### config.mk
export PLATFORM = sky130hd
export DESIGN_NAME = imm_ram
export DESIGN_NICKNAME = d
export VERILOG_FILES = /design/src/imm_ram.sv
export SDC_FILE = /design/constraint.sdc
export NUM_CORES = 2
export LEC_CHECK = 0
export ABC_AREA = 1
export BUFFER_PORTS_ARGS = -buffer_cell sky130_fd_sc_hd__buf_2
export CORE_ASPECT_RATIO = 2
export CORE_MARGIN = 10
export CORE_UTILIZATION = 45
export DETAILED_ROUTE_END_ITERATION = 10
export PLACE_DENSITY = 0.66
export SYNTH_ARGS = -nofsm -noshare
export SYNTH_HDL_FRONTEND = slang
export SYNTH_SLANG_ARGS = --single-unit
### constraint.sdc
create_clock -name clk -period 10.75 [get_ports clk]
set_input_delay 2.15 -clock clk [delete_from_list [all_inputs] [get_ports clk]]
set_output_delay 2.15 -clock clk [all_outputs]
set_load 0.02 [all_outputs]
### src/imm_ram.sv
// generic single-write single-read ram with registered read data
`default_nettype none

module imm_ram #(
  parameter int unsigned WIDTH = 32,
  parameter int unsigned DEPTH = 64
) (
  input  wire logic                     clk,
  input  wire logic                     wr_en,
  input  wire logic [$clog2(DEPTH)-1:0] wr_addr,
  input  wire logic [WIDTH-1:0]         wr_data,
  input  wire logic                     rd_en,
  input  wire logic [$clog2(DEPTH)-1:0] rd_addr,
  output logic      [WIDTH-1:0]         rd_data
);

  logic [WIDTH-1:0] mem [DEPTH];

  always_ff @(posedge clk) begin
    if (wr_en) begin
      mem[wr_addr] <= wr_data;
    end
    if (rd_en) begin
      rd_data <= mem[rd_addr];
    end
  end

endmodule

`default_nettype wire

# ---- Word level (Yosys, flattened, before mapping)
# Memories as Yosys holds them, arrays and structs flattened. A register that Yosys moved wholly into a read port is not among the register bits.
# Index checks and enable logic that the tools add are counted.
dict set report totals {
  n_memories 1
  latchBits 0
  ff_bits 0
  output_inout_bits 32
  elab_cells 3
  mem_bits_ro 0
  in_bits 47
  ram_bits 2048
}
# memory words width read_ports rd_clocked_by_memory_dff write_ports line
set memory_table {}
lappend memory_table {mem 64 32 1 1 1 17} ;# logic [WIDTH-1:0] mem [DEPTH];
dict set report classes {
  n_mux 2
  mul 0
  reduce_logical 0
  div_mod_pow 0
  n_addsub 0
  bitwise 0
  order_cmp 0
  n_eq_ne 0
  shift 0
}
# op n
set op_table {}
lappend op_table {{1-bit two-way mux} 2}

# ---- Longest topological paths before layout
dict set report depth {
  word_depth 2
  ltp_mapped 13
  depth_no_buf 9
}

# ---- Least setup slack after synthesis
# No wires, ideal clock.
dict set report synth_path {
  kind {input -> register}
  startpoint {in wr_en}
  endpoint {mem mem[48][0] (enable)}
  required_time_ns 10.248
  setup_time_ns 0.502
  slack_ns 4.470
  path_stages 3
  arrival_ns 5.778
  n_path_buf 1
  path_cell_list {clkbuf_1 -> nand4_1 -> nor4_1}
}
dict set report synth_between {
  elab_chain_len 2
}
# item line
set synth_lines {}
lappend synth_lines {{from (decl)} 9} ;# input wire logic wr_en,
lappend synth_lines {{1-bit two-way mux} 20} ;# if (wr_en) begin
lappend synth_lines {{1-bit two-way mux (implied by the code)} 21} ;# mem[wr_addr] <= wr_data;
lappend synth_lines {{to (decl)} 17}
# Every way passes these cells.

==> impl_metrics.py <==
metrics = {
    "status": {
        "status": "finished clean",
    },
    "final_layout": {
        "fillers": 15500,
        "post_route_cells_drive_above_1_share": 0.0719,
        "fin_nets": 6726,
        "syn_to_final_growth_pct": 9.74,
    },
    "worst_setup_path": {
        "cp-end-kind": "register",
        "reg2reg_from": "mem[55][30]",
        "critPathSlowestCell": "buf_4",
        "rrSetupSlack_ns": 9.10,
        "arrival_ns": 5.52,
        "path_cells": "buf_8 -> inv_8 -> buf_12 -> buf_4 -> nand3_1 -> nand3_1 -> nand3_1 -> nand3_1 -> nand2_1 -> nand2_1 -> nand2_1",
        "cp_common_cell": "nand3_1",
        "startpoint_type": "input port",
        "cp_max_fo": 114,
        "rr_worst_depth": 8,
        "cp.required_ns": 11.27,
        "rr_endpoint": "rd_data[30]",
        "crit_type": "input port to register",
        "cpPeakStageDelay_ns": 0.73,
    },
    "logic_synthesis": {
        "synth_warnings": 0,
        "syn_inst": 6769,
        "syn-cell-area_um2": 83100,
        "synth_cell_types": 15,
        "syn-num-nets": 6816,
        "synth_seq_cells": 2080,
        "avgSynthCellArea_um2": 12.3,
        "yosysSeqAreaShare": 0.752,
    },
    "sta": {
        "finClkSkew_ns": 0.0242,
        "worstMarginPinSlew_ns": 1.47,
        "min_period_ns": 5.00,
        "period_share": 0.465,
        "finalSetupViolCount": 0,
        "finalHoldWorstSlack_ns": 0.874,
        "max_freq_mhz": 200,
        "slew_headroom": 0.0212,
        "setup_tns_ns": 0,
        "rsz0062_at_grt": "false",
        "finalMaxSlewViolations": 0,
        "finalHoldViolations": 0,
    },
    "placement": {
        "place_congestion": 0.800,
        "hpwlAfterDp_mm": 122,
        "port_buffers": 78,
    },
    "floorplan": {
        "start_util": 0.451,
        "io_pins": 79,
        "core-area_um2": 184000,
        "die_h_um": 628,
        "rows": 223,
        "die_x_um": 324,
        "fp.dieArea_um2": 203000,
    },
    "job": {
        "maxCapViolCount": 0,
    },
    "routing": {
        "vias_per_cell": 5.84,
        "wl_per_cell_um": 24.8,
        "routed-via-count": 53600,
        "drt-total-wl_mm": 228,
        "dr.first_iter.drc_count": 5235,
        "firstDrtPassIters": 6,
        "drc": 0,
        "postRouteAntennaNets": 0,
    },
    "global_route": {
        "gr-usage-met1": 0.257,
        "grt_max_degree": 223,
        "gr-usage-met2": 0.397,
        "antenna_found_initial": 17,
        "grt.overflow.total": 0,
        "grt_pass1_wl_mm": 336,
        "track_usage": 0.220,
        "grt_util_met3": 0.0284,
        "top_usage_layer": "met2",
        "grt_pass1_vias": 52700,
    },
    "hold_path": {
        "worst_hold_path.endpoint": "rd_data[16]",
        "hold_path.class": "register to register",
        "hold_start": "mem[10][16]",
        "holdPathStages": 8,
    },
    "clock_network": {
        "cts.sinks": 2080,
        "clock_latency_ns": 0.82,
        "cts_root_buf": "clkbuf_16",
        "cts_resized": 0,
        "cts.reportedPaths.clkPinSlew_ns": 0.07,
        "cts_hold_buf": 0,
        "cts_tree": "yes",
        "cts_buffers": 171,
        "cts_max_level": 4,
        "post_cts_buffers": 0,
        "cts_max_path_buffers": 4,
    },
    "power": {
        "power_mw": 16.3,
        "ir_worst_vdd_mv": 0.139,
        "powerDensity_nw_per_um2": 178,
        "p_leak_nw": 31.5,
    },
}
[cell usage after synthesis]
cell	count	area (um2)
nand2_1	2248	8440
edfxtp_1	2080	62500
nand3_1	1907	9540
buf_2	282	1410
clkbuf_1	77	289
nor2_1	56	210
buf_4	45	338
buf_1	40	150
inv_1	9	33.8
nand4_1	9	56.3
nor4_1	8	50.1
buf_6	3	33.8
buf_8	2	30.0
inv_2	2	7.51
inv_4	1	6.26
[flip-flops by register name, summed over array words and instances (netlist names)]
register,count
mem,2048
rd_data,32
[worst max-delay path by stage]
| stage | start | end | cells past startpoint |
|---|---|---|---|
| after floorplan | wr_en | mem[48][0] | 3 |
| after global placement | rd_addr[1] | rd_data[30] | 11 |
| after detailed placement | rd_addr[1] | rd_data[30] | 11 |
| after CTS | rd_addr[1] | rd_data[30] | 11 |
| after global routing | rd_addr[1] | rd_data[30] | 11 |
| final | rd_addr[1] | rd_data[30] | 11 |
[critical path, delay by kind of cell]
family        cells  cell delay [ns]
simple gates      7             0.93
buf+inv           4             2.25
[placed cells by master, fill, tap and decap left out]
cell / netlist / final
clkinv_2: 0 / 31
buf_6: 3 / 1
nor4_2: 0 / 8
nor2_4: 0 / 56
clkbuf_16: 0 / 175
diode_2: 0 / 9
bufinv_16: 0 / 21
buf_8: 2 / 3
edfxtp_1: 2080 / 2080
inv_16: 0 / 1
inv_1: 9 / 7
nand4_1: 9 / 9
buf_2: 282 / 73
nand2_1: 2248 / 2248
inv_6: 0 / 1
clkbuf_1: 77 / 29
buf_12: 0 / 12
clkinvlp_4: 0 / 6
nand3_1: 1907 / 1907
clkinv_1: 0 / 36
clkinv_4: 0 / 1
buf_4: 45 / 97
inv_8: 0 / 3
[final cells by class]
type                       instances  area (um2)  share of cell area
clock inverter                    95         981              0.0108
tap                             2362        2960              0.0324
antenna                            9        22.5            0.000247
inverter                          12        82.6            0.000906
sequential                      2080       62500               0.685
clock buffer                     204        4490              0.0492
multi-input combinational       4228       18800               0.206
timing repair buffer             186        1390              0.0153
[report_power, final]
part / switching, mW / internal, mW / total, mW
sequential: 0.0320 / 8.99 / 9.02
combinational: 0.733 / 0.222 / 0.956
clock: 2.80 / 3.48 / 6.28
[metal layers]
metal  vias up  share of wire
met5         -        0.00057
met4        20          0.049
met3       645          0.076
met2      2458           0.52
met1     26500           0.35
li1      23900              -
[through the flow]
step | setup slack [ns] | util | cells | instance area, um2
final | 5.75 | 0.495 | 9176 | 91100
after global routing | 5.65 | 0.495 | 9169 | 91100
after CTS | 5.83 | 0.495 | 9167 | 91100
after detailed placement | 4.97 | 0.465 | 8868 | 85700
after global placement | 5.00 | 0.465 | 8868 | 85700
after floorplan | 4.47 | - | 6769 | 83100
[kinds of logic after synthesis]
logic type	count (synthesis)	synth area share
buf+inv	461	0.0277
flops	2080	0.752
simple gates	4228	0.220
Note: power is estimated with default switching activity, not from simulation.
